<file path="config.mk">
export PLATFORM = sky130hd
export DESIGN_NAME = stack_vm_instruction_executor_top_flat
export DESIGN_NICKNAME = d
export VERILOG_FILES = /design/src/design/svm_pkg.sv /design/src/design/svm_if.sv /design/src/design/stack_vm_instruction_executor_top.sv /design/src/design/svm_dmem.sv /design/src/design/svm_rf.sv /design/src/flat_wrapper.sv
export SDC_FILE = /design/constraint.sdc
export NUM_CORES = 2
export LEC_CHECK = 0
export ABC_CLOCK_PERIOD_IN_PS = 41000
export BUFFER_PORTS_ARGS = -buffer_cell sky130_fd_sc_hd__buf_2
export CAP_MARGIN = 10
export CORE_UTILIZATION = 45
export CTS_BUF_LIST = sky130_fd_sc_hd__clkbuf_2 sky130_fd_sc_hd__clkbuf_4 sky130_fd_sc_hd__clkbuf_8
export DETAILED_ROUTE_END_ITERATION = 8
export SETUP_SLACK_MARGIN = 0.02
export SLEW_MARGIN = 40
export SYNTH_ARGS = -nofsm -noshare
export SYNTH_HDL_FRONTEND = slang
export SYNTH_SLANG_ARGS = --single-unit
</file>
<file path="constraint.sdc">
create_clock -name clk -period 41 [get_ports clk]
set_input_delay 8.2 -clock clk [delete_from_list [all_inputs] [get_ports clk]]
set_output_delay 8.2 -clock clk [all_outputs]
set_load 0.02 [all_outputs]
</file>
<file path="src/design/svm_pkg.sv">
package svm_pkg;

    localparam int DATA_W         = 8;
    localparam int OPCODE_W       = 3;
    localparam int KIND_W         = 2;
    localparam int ERR_W          = 2;
    localparam int REG_IDX_W      = 3;
    localparam int REG_COUNT      = 8;
    localparam int LABEL_W        = 3;
    localparam int PC_INDEX_W     = 5;
    localparam int CFG_ADDR_W     = 8;
    localparam int MEM_DEPTH_DEF  = 256;
    localparam int FUNC_SLOTS_DEF = 8;

    localparam logic [DATA_W-1:0] FRAME_BASE_INIT = 8'd2;
    localparam logic [DATA_W-1:0] LINK_SIZE       = 8'd2;

    localparam logic [REG_IDX_W-1:0] REG_CLR = 3'd4;
    localparam logic [REG_IDX_W-1:0] REG_FP  = 3'd5;
    localparam logic [REG_IDX_W-1:0] REG_SP  = 3'd6;
    localparam logic [REG_IDX_W-1:0] REG_PC  = 3'd7;

    localparam logic MODE_START = 1'b0;
    localparam logic MODE_EXEC  = 1'b1;

    typedef enum logic [OPCODE_W-1:0] {
        OP_MOV = 3'd0,
        OP_CAL = 3'd1,
        OP_RET = 3'd2,
        OP_REF = 3'd3,
        OP_ADD = 3'd4,
        OP_PRT = 3'd5,
        OP_NOT = 3'd6,
        OP_EQU = 3'd7
    } opcode_t;

    typedef enum logic [KIND_W-1:0] {
        KIND_VAL  = 2'd0,
        KIND_REG  = 2'd1,
        KIND_SLOT = 2'd2,
        KIND_PTR  = 2'd3
    } kind_t;

    typedef enum logic [ERR_W-1:0] {
        ERR_NONE     = 2'd0,
        ERR_KIND     = 2'd1,
        ERR_OVERFLOW = 2'd2
    } err_t;

    typedef struct packed {
        logic              mode;
        opcode_t           opcode;
        kind_t             dest_kind;
        logic [DATA_W-1:0] dest_value;
        kind_t             src_kind;
        logic [DATA_W-1:0] src_value;
    } instr_t;

    typedef struct packed {
        logic [DATA_W-1:0] rd_addr;
        logic              wr_en;
        logic [DATA_W-1:0] wr_addr;
        logic [DATA_W-1:0] wr_data;
    } dm_req_t;

    typedef struct packed {
        logic [REG_IDX_W-1:0] rd_addr0;
        logic [REG_IDX_W-1:0] rd_addr1;
        logic                 wr_en;
        logic [REG_IDX_W-1:0] wr_addr;
        logic [DATA_W-1:0]    wr_data;
    } rf_req_t;

endpackage

</file>
<file path="src/design/svm_if.sv">
interface svm_instr_if;
    import svm_pkg::*;
    logic                valid;
    logic                ready;
    logic                mode;
    logic [OPCODE_W-1:0] opcode;
    logic [KIND_W-1:0]   dest_kind;
    logic [DATA_W-1:0]   dest_value;
    logic [KIND_W-1:0]   src_kind;
    logic [DATA_W-1:0]   src_value;

    modport source (
        output valid, mode, opcode, dest_kind, dest_value, src_kind, src_value,
        input  ready
    );
    modport sink (
        input  valid, mode, opcode, dest_kind, dest_value, src_kind, src_value,
        output ready
    );
endinterface

interface svm_result_if;
    import svm_pkg::*;
    logic              valid;
    logic              ready;
    logic [DATA_W-1:0] next_pc;
    logic              print_valid;
    logic [DATA_W-1:0] print_value;
    logic              halted;
    logic [ERR_W-1:0]  error_code;

    modport source (
        output valid, next_pc, print_valid, print_value, halted, error_code,
        input  ready
    );
    modport sink (
        input  valid, next_pc, print_valid, print_value, halted, error_code,
        output ready
    );
endinterface

interface svm_cfg_if;
    import svm_pkg::*;
    logic                  valid;
    logic                  ready;
    logic [CFG_ADDR_W-1:0] addr;
    logic [DATA_W-1:0]     data;

    modport source (
        output valid, addr, data,
        input  ready
    );
    modport sink (
        input  valid, addr, data,
        output ready
    );
endinterface

</file>
<file path="src/design/stack_vm_instruction_executor_top.sv">
// Channel  Dir  Handshake      Payload
// instr    in   valid/ready    mode, opcode, dest_kind, dest_value, src_kind, src_value
// result   out  valid/ready    next_pc, print_valid, print_value, halted, error_code
// cfg      in   valid/ready    addr (frame size register 0..7), data
//
// An instruction goes through S_RD_A, S_RD_B, S_RD_C (three data memory reads) and S_EXEC;
// start and a call without overflow add S_WR2, as the second link word needs another pass
// through the one write port. The single read port of the data memory sets this order: a
// pointer operand needs two dependent reads before the destination pointer can be read.
// Reset clears registers, halted flag and frame sizes; data memory is not cleared.
// One instruction is buffered at the input while another executes; a finished result
// waits in the output register, and execute holds while that register is still full.
module stack_vm_instruction_executor_top #(
    parameter int MEMORY_DEPTH   = svm_pkg::MEM_DEPTH_DEF,
    parameter int FUNCTION_SLOTS = svm_pkg::FUNC_SLOTS_DEF
) (
    input  logic          clk,
    input  logic          rst_n,
    svm_instr_if.sink     instr,
    svm_result_if.source  result,
    svm_cfg_if.sink       cfg
);
    import svm_pkg::*;

    localparam int FS_IDX_W = (FUNCTION_SLOTS > 1) ? $clog2(FUNCTION_SLOTS) : 1;
    localparam logic [CFG_ADDR_W-1:0] FS_CFG_LIMIT = CFG_ADDR_W'(FUNCTION_SLOTS);
    localparam logic [LABEL_W:0]      FS_LABEL_LIMIT = (LABEL_W + 1)'(FUNCTION_SLOTS);

    typedef enum logic [2:0] {
        S_IDLE,
        S_RD_A,
        S_RD_B,
        S_RD_C,
        S_EXEC,
        S_WR2
    } state_t;

    state_t            state_reg, state_next;
    instr_t            hold_reg, hold_next;
    logic              hold_valid_reg, hold_valid_next;
    instr_t            work_reg, work_next;
    logic [DATA_W-1:0] v1_reg, v1_next;
    logic [DATA_W-1:0] v2_reg, v2_next;
    logic [DATA_W-1:0] fp_reg, fp_next;
    logic [DATA_W-1:0] sp_reg, sp_next;
    logic [DATA_W-1:0] pc_reg, pc_next;
    logic              halted_reg, halted_next;
    logic [DATA_W-1:0] wr2_addr_reg, wr2_addr_next;
    logic [DATA_W-1:0] wr2_data_reg, wr2_data_next;
    logic              out_valid_reg, out_valid_next;
    logic [DATA_W-1:0] out_pc_reg, out_pc_next;
    logic              out_pv_reg, out_pv_next;
    logic [DATA_W-1:0] out_pval_reg, out_pval_next;
    logic              out_halt_reg, out_halt_next;
    err_t              out_err_reg, out_err_next;
    logic [DATA_W-1:0] frame_size_reg [FUNCTION_SLOTS];

    dm_req_t           dm_req;
    rf_req_t           rf_req;
    logic [DATA_W-1:0] dm_q;
    logic [DATA_W-1:0] rf_q0;
    logic [DATA_W-1:0] rf_q1;

    logic              accept;
    logic              take;
    logic              go;
    logic              exec_fire;

    svm_dmem #(
        .DEPTH (MEMORY_DEPTH)
    ) u_dmem (
        .clk     (clk),
        .req     (dm_req),
        .rd_data (dm_q)
    );

    svm_rf u_rf (
        .clk      (clk),
        .rst_n    (rst_n),
        .req      (rf_req),
        .rd_data0 (rf_q0),
        .rd_data1 (rf_q1)
    );

    assign instr.ready = !hold_valid_reg;
    assign cfg.ready   = 1'b1;
    assign accept      = instr.valid && !hold_valid_reg;
    assign go          = !out_valid_reg || result.ready;
    assign exec_fire   = (state_reg == S_EXEC) && go;

    assign result.valid       = out_valid_reg;
    assign result.next_pc     = out_pc_reg;
    assign result.print_valid = out_pv_reg;
    assign result.print_value = out_pval_reg;
    assign result.halted      = out_halt_reg;
    assign result.error_code  = out_err_reg;

    always_comb
    begin
        logic [DATA_W-1:0]    s_val;
        kind_t                s_kind;
        logic [DATA_W-1:0]    reg_a;
        logic [DATA_W-1:0]    reg_b;
        logic [DATA_W-1:0]    src_val;
        logic [DATA_W-1:0]    wval;
        logic [DATA_W-1:0]    pc_base;
        logic [DATA_W-1:0]    base;
        logic [DATA_W:0]      sum9;
        logic [LABEL_W-1:0]   fs_label;
        logic [DATA_W-1:0]    fs_val;
        logic [REG_IDX_W-1:0] d_idx;
        logic                 do_write;
        logic                 need_wr2;

        s_val  = (work_reg.opcode == OP_PRT) ? work_reg.dest_value : work_reg.src_value;
        s_kind = (work_reg.opcode == OP_PRT) ? work_reg.dest_kind  : work_reg.src_kind;
        d_idx  = work_reg.dest_value[REG_IDX_W-1:0];

        case (d_idx)
            REG_FP:  reg_a = fp_reg;
            REG_SP:  reg_a = sp_reg;
            REG_PC:  reg_a = pc_reg;
            default: reg_a = rf_q0;
        endcase
        case (work_reg.src_value[REG_IDX_W-1:0])
            REG_FP:  reg_b = fp_reg;
            REG_SP:  reg_b = sp_reg;
            REG_PC:  reg_b = pc_reg;
            default: reg_b = rf_q1;
        endcase

        case (s_kind)
            KIND_VAL:  src_val = s_val;
            KIND_REG:  src_val = (work_reg.opcode == OP_PRT) ? reg_a : reg_b;
            KIND_SLOT: src_val = v1_reg;
            default:   src_val = v2_reg;
        endcase

        if (work_reg.mode == MODE_START)
        begin
            fs_label = '0;
        end
        else if (work_reg.opcode == OP_RET)
        begin
            fs_label = v1_reg[DATA_W-1 -: LABEL_W];
        end
        else
        begin
            fs_label = work_reg.dest_value[LABEL_W-1:0];
        end
        // labels without a function slot have an empty frame
        fs_val = ({1'b0, fs_label} < FS_LABEL_LIMIT)
               ? frame_size_reg[fs_label[FS_IDX_W-1:0]] : '0;

        base = sp_reg + LINK_SIZE;
        sum9 = {1'b0, base} + {1'b0, fs_val};

        state_next      = state_reg;
        hold_next       = hold_reg;
        hold_valid_next = hold_valid_reg;
        work_next       = work_reg;
        v1_next         = v1_reg;
        v2_next         = v2_reg;
        fp_next         = fp_reg;
        sp_next         = sp_reg;
        pc_next         = pc_reg;
        halted_next     = halted_reg;
        wr2_addr_next   = wr2_addr_reg;
        wr2_data_next   = wr2_data_reg;
        out_valid_next  = out_valid_reg && !result.ready;
        out_pc_next     = out_pc_reg;
        out_pv_next     = out_pv_reg;
        out_pval_next   = out_pval_reg;
        out_halt_next   = out_halt_reg;
        out_err_next    = out_err_reg;

        dm_req.rd_addr = fp_reg + work_reg.dest_value;
        dm_req.wr_en   = 1'b0;
        dm_req.wr_addr = '0;
        dm_req.wr_data = '0;

        rf_req.rd_addr0 = d_idx;
        rf_req.rd_addr1 = work_reg.src_value[REG_IDX_W-1:0];
        rf_req.wr_en    = 1'b0;
        rf_req.wr_addr  = d_idx;
        rf_req.wr_data  = '0;

        wval     = '0;
        do_write = 1'b0;
        need_wr2 = 1'b0;
        take     = 1'b0;

        if (accept)
        begin
            hold_next = '{
                mode:       instr.mode,
                opcode:     opcode_t'(instr.opcode),
                dest_kind:  kind_t'(instr.dest_kind),
                dest_value: instr.dest_value,
                src_kind:   kind_t'(instr.src_kind),
                src_value:  instr.src_value
            };
            hold_valid_next = 1'b1;
        end

        case (state_reg)
            S_IDLE:
            begin
                take = hold_valid_reg;
            end
            S_RD_A:
            begin
                // return reads the link words below the frame base
                dm_req.rd_addr = (work_reg.opcode == OP_RET)
                               ? fp_reg - 8'd1 : fp_reg + s_val;
                state_next = S_RD_B;
            end
            S_RD_B:
            begin
                v1_next = dm_q;
                dm_req.rd_addr = (work_reg.opcode == OP_RET) ? fp_reg - 8'd2 : dm_q;
                state_next = S_RD_C;
            end
            S_RD_C:
            begin
                v2_next = dm_q;
                state_next = S_EXEC;
            end
            S_EXEC:
            begin
                // dm_q now holds the destination pointer
                if (go)
                begin
                    out_pv_next   = 1'b0;
                    out_pval_next = '0;
                    out_err_next  = ERR_NONE;
                    if (work_reg.mode == MODE_START)
                    begin
                        pc_next        = '0;
                        fp_next        = FRAME_BASE_INIT;
                        sp_next        = FRAME_BASE_INIT + fs_val;
                        halted_next    = 1'b0;
                        rf_req.wr_en   = 1'b1;
                        rf_req.wr_addr = REG_CLR;
                        rf_req.wr_data = '0;
                        dm_req.wr_en   = 1'b1;
                        dm_req.wr_addr = '0;
                        dm_req.wr_data = '0;
                        wr2_addr_next  = 8'd1;
                        wr2_data_next  = FRAME_BASE_INIT;
                        need_wr2       = 1'b1;
                    end
                    else if (!halted_reg)
                    begin
                        case (work_reg.opcode)
                            OP_MOV:
                            begin
                                if (work_reg.dest_kind == KIND_VAL)
                                begin
                                    out_err_next = ERR_KIND;
                                end
                                else
                                begin
                                    do_write = 1'b1;
                                    wval     = src_val;
                                end
                            end
                            OP_CAL:
                            begin
                                if (sum9[DATA_W])
                                begin
                                    out_err_next = ERR_OVERFLOW;
                                end
                                else
                                begin
                                    dm_req.wr_en   = 1'b1;
                                    dm_req.wr_addr = sp_reg;
                                    dm_req.wr_data = fp_reg;
                                    wr2_addr_next  = sp_reg + 8'd1;
                                    wr2_data_next  = pc_reg + 8'd1;
                                    need_wr2       = 1'b1;
                                    fp_next        = base;
                                    pc_next        = {work_reg.dest_value[LABEL_W-1:0],
                                                      PC_INDEX_W'(0)};
                                    sp_next        = sum9[DATA_W-1:0];
                                end
                            end
                            OP_RET:
                            begin
                                if (pc_reg[DATA_W-1 -: LABEL_W] == '0)
                                begin
                                    halted_next = 1'b1;
                                end
                                else
                                begin
                                    pc_next = v1_reg;
                                    fp_next = v2_reg;
                                    sp_next = v2_reg + fs_val;
                                end
                            end
                            OP_REF:
                            begin
                                if (work_reg.dest_kind == KIND_VAL ||
                                    work_reg.src_kind == KIND_VAL ||
                                    work_reg.src_kind == KIND_REG)
                                begin
                                    out_err_next = ERR_KIND;
                                end
                                else
                                begin
                                    do_write = 1'b1;
                                    wval     = (work_reg.src_kind == KIND_SLOT)
                                             ? fp_reg + work_reg.src_value : v1_reg;
                                end
                            end
                            OP_ADD:
                            begin
                                if (work_reg.dest_kind != KIND_REG ||
                                    work_reg.src_kind != KIND_REG)
                                begin
                                    out_err_next = ERR_KIND;
                                end
                                else
                                begin
                                    do_write = 1'b1;
                                    wval     = reg_a + reg_b;
                                end
                            end
                            OP_PRT:
                            begin
                                out_pv_next   = 1'b1;
                                out_pval_next = src_val;
                                pc_next       = pc_reg + 8'd1;
                            end
                            OP_NOT:
                            begin
                                if (work_reg.dest_kind != KIND_REG)
                                begin
                                    out_err_next = ERR_KIND;
                                end
                                else
                                begin
                                    do_write = 1'b1;
                                    wval     = ~reg_a;
                                end
                            end
                            default:
                            begin
                                if (work_reg.dest_kind != KIND_REG)
                                begin
                                    out_err_next = ERR_KIND;
                                end
                                else
                                begin
                                    do_write = 1'b1;
                                    wval     = (reg_a == '0) ? 8'd1 : 8'd0;
                                end
                            end
                        endcase

                        if (do_write)
                        begin
                            pc_base = pc_reg;
                            case (work_reg.dest_kind)
                                KIND_REG:
                                begin
                                    case (d_idx)
                                        REG_FP:  fp_next = wval;
                                        REG_SP:  sp_next = wval;
                                        REG_PC:  pc_base = wval;
                                        default:
                                        begin
                                            rf_req.wr_en   = 1'b1;
                                            rf_req.wr_data = wval;
                                        end
                                    endcase
                                end
                                KIND_SLOT:
                                begin
                                    dm_req.wr_en   = 1'b1;
                                    dm_req.wr_addr = fp_reg + work_reg.dest_value;
                                    dm_req.wr_data = wval;
                                end
                                KIND_PTR:
                                begin
                                    dm_req.wr_en   = 1'b1;
                                    dm_req.wr_addr = dm_q;
                                    dm_req.wr_data = wval;
                                end
                                default:
                                begin
                                end
                            endcase
                            pc_next = pc_base + 8'd1;
                        end
                    end

                    out_valid_next = 1'b1;
                    out_pc_next    = pc_next;
                    out_halt_next  = halted_next;

                    if (need_wr2)
                    begin
                        state_next = S_WR2;
                    end
                    else
                    begin
                        take = hold_valid_reg;
                    end
                end
            end
            S_WR2:
            begin
                dm_req.wr_en   = 1'b1;
                dm_req.wr_addr = wr2_addr_reg;
                dm_req.wr_data = wr2_data_reg;
                take = hold_valid_reg;
            end
            default:
            begin
                state_next = S_IDLE;
            end
        endcase

        if (state_reg == S_IDLE || state_reg == S_WR2 || exec_fire)
        begin
            if (take)
            begin
                work_next       = hold_reg;
                hold_valid_next = 1'b0;
                state_next      = S_RD_A;
            end
            else if (state_next != S_WR2)
            begin
                state_next = S_IDLE;
            end
        end
    end

    always_ff @(posedge clk or negedge rst_n)
    begin
        if (!rst_n)
        begin
            state_reg      <= S_IDLE;
            hold_valid_reg <= 1'b0;
            out_valid_reg  <= 1'b0;
            fp_reg         <= '0;
            sp_reg         <= '0;
            pc_reg         <= '0;
            halted_reg     <= 1'b0;
            for (int i = 0; i < FUNCTION_SLOTS; i++)
            begin
                frame_size_reg[i] <= '0;
            end
        end
        else
        begin
            state_reg      <= state_next;
            hold_valid_reg <= hold_valid_next;
            out_valid_reg  <= out_valid_next;
            fp_reg         <= fp_next;
            sp_reg         <= sp_next;
            pc_reg         <= pc_next;
            halted_reg     <= halted_next;
            if (cfg.valid && cfg.addr < FS_CFG_LIMIT)
            begin
                frame_size_reg[cfg.addr[FS_IDX_W-1:0]] <= cfg.data;
            end
        end
    end

    always_ff @(posedge clk)
    begin
        hold_reg     <= hold_next;
        work_reg     <= work_next;
        v1_reg       <= v1_next;
        v2_reg       <= v2_next;
        wr2_addr_reg <= wr2_addr_next;
        wr2_data_reg <= wr2_data_next;
        out_pc_reg   <= out_pc_next;
        out_pv_reg   <= out_pv_next;
        out_pval_reg <= out_pval_next;
        out_halt_reg <= out_halt_next;
        out_err_reg  <= out_err_next;
    end

`ifndef NO_ASSERTIONS
    a_err_keeps_state: assert property (@(posedge clk) disable iff (!rst_n)
        (exec_fire && out_err_next != ERR_NONE)
        |=> (pc_reg == $past(pc_reg) && fp_reg == $past(fp_reg) && sp_reg == $past(sp_reg)))
        else $error("faulting instruction changed machine state");

    a_wr2_only_link: assert property (@(posedge clk) disable iff (!rst_n)
        (state_reg == S_WR2)
        |-> (work_reg.mode == MODE_START || work_reg.opcode == OP_CAL))
        else $error("second write pass outside start or call");

    a_halt_on_ret: assert property (@(posedge clk) disable iff (!rst_n)
        $rose(halted_reg)
        |-> ($past(work_reg.opcode) == OP_RET && $past(work_reg.mode) == MODE_EXEC))
        else $error("halt raised by something other than a return");
`endif

endmodule

</file>
<file path="src/design/svm_dmem.sv">
module svm_dmem #(
    parameter int DEPTH = svm_pkg::MEM_DEPTH_DEF
) (
    input  logic                      clk,
    input  svm_pkg::dm_req_t          req,
    output logic [svm_pkg::DATA_W-1:0] rd_data
);
    import svm_pkg::*;

    localparam int AW = (DEPTH > 1) ? $clog2(DEPTH) : 1;
    localparam logic [DATA_W:0] DEPTH_W = (DATA_W + 1)'(DEPTH);

    logic [DATA_W-1:0] mem [DEPTH];
    logic [DATA_W-1:0] rd_data_reg;

    // byte address folded into the memory range; at most three subtractions
    function automatic logic [AW-1:0] fold(input logic [DATA_W-1:0] a);
        logic [DATA_W:0] r;
        r = {1'b0, a};
        for (int i = 0; i < 3; i++)
        begin
            if (r >= DEPTH_W)
            begin
                r = r - DEPTH_W;
            end
        end
        return r[AW-1:0];
    endfunction

    always_ff @(posedge clk)
    begin
        if (req.wr_en)
        begin
            mem[fold(req.wr_addr)] <= req.wr_data;
        end
        rd_data_reg <= mem[fold(req.rd_addr)];
    end

    assign rd_data = rd_data_reg;

endmodule

</file>
<file path="src/design/svm_rf.sv">
module svm_rf (
    input  logic                       clk,
    input  logic                       rst_n,
    input  svm_pkg::rf_req_t           req,
    output logic [svm_pkg::DATA_W-1:0] rd_data0,
    output logic [svm_pkg::DATA_W-1:0] rd_data1
);
    import svm_pkg::*;

    logic [DATA_W-1:0]    mem [REG_COUNT];
    logic [REG_COUNT-1:0] valid_reg;
    logic [DATA_W-1:0]    rd0_reg;
    logic [DATA_W-1:0]    rd1_reg;
    logic                 rv0_reg;
    logic                 rv1_reg;

    always_ff @(posedge clk or negedge rst_n)
    begin
        if (!rst_n)
        begin
            valid_reg <= '0;
            rv0_reg   <= 1'b0;
            rv1_reg   <= 1'b0;
        end
        else
        begin
            if (req.wr_en)
            begin
                valid_reg[req.wr_addr] <= 1'b1;
            end
            rv0_reg <= valid_reg[req.rd_addr0];
            rv1_reg <= valid_reg[req.rd_addr1];
        end
    end

    always_ff @(posedge clk)
    begin
        if (req.wr_en)
        begin
            mem[req.wr_addr] <= req.wr_data;
        end
        rd0_reg <= mem[req.rd_addr0];
        rd1_reg <= mem[req.rd_addr1];
    end

    // never-written entries read as zero
    assign rd_data0 = rv0_reg ? rd0_reg : '0;
    assign rd_data1 = rv1_reg ? rd1_reg : '0;

endmodule
</file>
<file path="src/flat_wrapper.sv">
// flat-port wrapper written by rule: the top's interface ports become plain ports
module stack_vm_instruction_executor_top_flat import svm_pkg::*;
#(
    parameter int MEMORY_DEPTH   = svm_pkg::MEM_DEPTH_DEF,
    parameter int FUNCTION_SLOTS = svm_pkg::FUNC_SLOTS_DEF
)
  (clk, rst_n, instr_valid, instr_mode, instr_opcode, instr_dest_kind, instr_dest_value, instr_src_kind, instr_src_value, instr_ready, result_valid, result_next_pc, result_print_valid, result_print_value, result_halted, result_error_code, result_ready, cfg_valid, cfg_addr, cfg_data, cfg_ready);
  svm_instr_if instr_i ();
  svm_result_if result_i ();
  svm_cfg_if cfg_i ();
  input  logic clk;
  input  logic rst_n;
  input wire logic [$bits(instr_i.valid)-1:0] instr_valid;
  input wire logic [$bits(instr_i.mode)-1:0] instr_mode;
  input wire logic [$bits(instr_i.opcode)-1:0] instr_opcode;
  input wire logic [$bits(instr_i.dest_kind)-1:0] instr_dest_kind;
  input wire logic [$bits(instr_i.dest_value)-1:0] instr_dest_value;
  input wire logic [$bits(instr_i.src_kind)-1:0] instr_src_kind;
  input wire logic [$bits(instr_i.src_value)-1:0] instr_src_value;
  output wire logic [$bits(instr_i.ready)-1:0] instr_ready;
  output wire logic [$bits(result_i.valid)-1:0] result_valid;
  output wire logic [$bits(result_i.next_pc)-1:0] result_next_pc;
  output wire logic [$bits(result_i.print_valid)-1:0] result_print_valid;
  output wire logic [$bits(result_i.print_value)-1:0] result_print_value;
  output wire logic [$bits(result_i.halted)-1:0] result_halted;
  output wire logic [$bits(result_i.error_code)-1:0] result_error_code;
  input wire logic [$bits(result_i.ready)-1:0] result_ready;
  input wire logic [$bits(cfg_i.valid)-1:0] cfg_valid;
  input wire logic [$bits(cfg_i.addr)-1:0] cfg_addr;
  input wire logic [$bits(cfg_i.data)-1:0] cfg_data;
  output wire logic [$bits(cfg_i.ready)-1:0] cfg_ready;
  assign instr_i.valid = instr_valid;
  assign instr_i.mode = instr_mode;
  assign instr_i.opcode = instr_opcode;
  assign instr_i.dest_kind = instr_dest_kind;
  assign instr_i.dest_value = instr_dest_value;
  assign instr_i.src_kind = instr_src_kind;
  assign instr_i.src_value = instr_src_value;
  assign instr_ready = instr_i.ready;
  assign result_valid = result_i.valid;
  assign result_next_pc = result_i.next_pc;
  assign result_print_valid = result_i.print_valid;
  assign result_print_value = result_i.print_value;
  assign result_halted = result_i.halted;
  assign result_error_code = result_i.error_code;
  assign result_i.ready = result_ready;
  assign cfg_i.valid = cfg_valid;
  assign cfg_i.addr = cfg_addr;
  assign cfg_i.data = cfg_data;
  assign cfg_ready = cfg_i.ready;
  stack_vm_instruction_executor_top #(.MEMORY_DEPTH(MEMORY_DEPTH), .FUNCTION_SLOTS(FUNCTION_SLOTS)) u_core (.clk(clk), .rst_n(rst_n), .instr(instr_i), .result(result_i), .cfg(cfg_i));
endmodule
</file>
==> metrics.yaml <==
synth_compound_area_share_pct: 5.578
fp.dieH_um: 470.3
pin_count: 68
nets: 6479
h-tree-depth: 5
ys.flop_type: "edfxtp_1"
area_delta_synth_final_pct: 11.56
grt_pass1_vias: 58490
io_buffers: 66
synth.yosys.seq_area_share_pct: 70.42
synthTopCellsByArea: "edfxtp_1 67%, mux4_2 7.8%, nand2_1 3.1%"
synth_top_cell_area_share_pct: 67.30
worst_pin_slew_ns: 0.9223
grtUsageTotal_pct: 26.75
cts_resized: 0
fp.dieArea_um2: 221200
grt_max_degree: 152
cts_tree: "built"
hold_viol: 0
synth-seq-cells: 2340
slew-limit-headroom_pct: 38.04
fillers: 17900
largest_register_ffs: 2048
slowest_delay_ns: 0.87
netlist_instances: 6137
root_buffer: "clkbuf_8"
yosys.cell_types.count: 103
finalCritPeriodShare_pct: 29.31
synth_fa_ha_area_share_pct: 0.7555
cp_top_family: "simple AND/OR/NAND/NOR gates"
timing.rr.start: "u_core.work_reg[20]"
overflow: 0
drtPass1Iterations: 7
rsz0062_at_grt: "no"
setup_viol: 0
start_util_pct: 45.36
final_max_slew_viol_count: 0
status: "finished clean"
insertion_delay_ns: 1.12
fin_tns_setup_ns: 0
period_minus_slack_ns: 12.02
routedWlPerCell_um: 31.54
slowest_stage: "nand2_1"
syn_area_um2: 98700
ys_warn_count: 0
cts.clk_slew.worst_paths_ns: 0.06
multiInputGateArea_um2: 27200
fmax_mhz: 83.21
synthArstFlopShare_pct: 4.444
grt_pass1_wl_um: 426800
crit_chain: "buf_2, nand2b_1, nand2_1, clkinv_1, nand2_1, nor2_1, a211oi_2, nor3_1, nand2_2, buf_4, nor2_1"
dp_hpwl_um: 180100
die_x_um: 470.3
synth_edf_count: 2212
vias: 59930
cp.required_ns: 41.69
yosys.area_share.xor_xnor_pct: 0.5730
yosys.area.top_type: "edfxtp_1"
post_cts_buffers: 0
drt_iter0_drc: 7966
drc: 0
arrival_ns: 12.71
critPathKind: "primary input to flop"
fin_worst_skew_ns: 0.1256
clk_path_buf_depth: 4
cts_hold_buffers: 0
min_path_type: "flop to flop"
min_from: "u_core.u_rf.valid_reg[6]"
cp.buffers_inverters: 3
ant_nets: 0
path_max_fanout: 23
dpl-instance-area_um2: 102200
drv_cap: 0
final_area_um2: 110100
numCtsBuffers: 386
regArea_um2: 69510
start_kind: "primary input"
via_per_inst: 6.285
grt_antenna_before_repair: 10
core-area_um2: 217600
synthMuxAreaShare_pct: 12.48
wl_um: 300800
cts_sinks: 2340
critical_path.startpoint: "result_ready"
avgSynthCellArea_um2: 16.08
routabilityCongestion: 0.9432
yosys.area_share.simple_pct: 7.704
synth_top_family_by_area: "multiplexers"
place_ws_ns: 27.96
row_count: 171
finalWorstSetupSlack_ns: 28.98
cp-end-kind: "flop"
drive_above_1_share_pct: 20.43
-- synth_stat cells (all sizes together) (47+ instances only) --
cell and n:
nand3 237, nor2 394, edfxtp 2212, nand2 823
a211oi 50, a21oi 185, mux4 394, dfrtp 104
mux2 85, buf 227, mux2i 228, clkbuf 171
nor3 60, o21ai 120, and3 47, ha 50
-- placed cells by master (no fill, tap or decap), types with 47 or more instances in the layout --
cell type,instances
mux4_2,343
mux2_2,85
nand3_1,237
clkinv_2,66
buf_2,65
nor2_1,382
mux4_1,51
dfrtp_1,104
nor3_1,57
and3_1,47
clkinv_1,82
a21oi_1,182
edfxtp_1,2212
ha_1,50
buf_4,130
clkbuf_4,102
mux2i_1,227
clkbuf_8,395
nand2_1,803
o21ai_0,105
-- final timing paths --
path | endpoint | slack, ns | cells after the start
min in group asynchronous | u_core.u_rf.valid_reg[4] | 7.15 | 1
worst max-delay path | u_core.u_dmem.mem[117][1] | 28.98 | 11
max in group asynchronous | u_core.frame_size_reg[54] | 32.79 | 2
worst min register to register | u_core.u_rf.valid_reg[6] | 0.39 | 0
worst max register to register | u_core.u_dmem.rd_data[7] | 32.02 | 22
worst min-delay path | u_core.u_rf.valid_reg[6] | 0.39 | 0
-- cells by family after synthesis --
logic type,count (synthesis)
compound gates,797
flops,2340
other cells,2
xor+xnor,63
fa+ha+maj,56
simple gates,1739
mux,707
buf+inv,433
-- cell type report --
cell class,count,area share [%]
antenna,4,0.009090
clock buffer,497,5.633
clock inverter,191,1.459
inverter,35,0.1193
multi-input combinational,3387,24.70
sequential,2340,63.12
tap,2854,3.243
timing repair buffer,228,1.715
-- through the flow --
step                      utilization, %  std cells  hold WS (ns)
after floorplan                        -       6160        0.4003
after global placement             46.83       8834        0.3767
after detailed placement           46.95       8839        0.3869
after CTS                          50.54       9527        0.3982
after global routing               50.60       9534        0.4134
final                              50.61       9536        0.3947
-- routing by layer --
| layer | vias to the layer above | GRT usage (%) | wire length, um |
|---|---|---|---|
| met2 | 3816 | 40.26 | 135400 |
| met5 | - | 0 | 9 |
| met4 | 2 | 10.45 | 12400 |
| met3 | 720 | 6.494 | 32120 |
| li1 | 24660 | - | - |
| met1 | 30740 | 37.52 | 120900 |
Power is not shown: default switching activity piles up to over one toggle a cycle in this logic, so the estimate is an artifact.
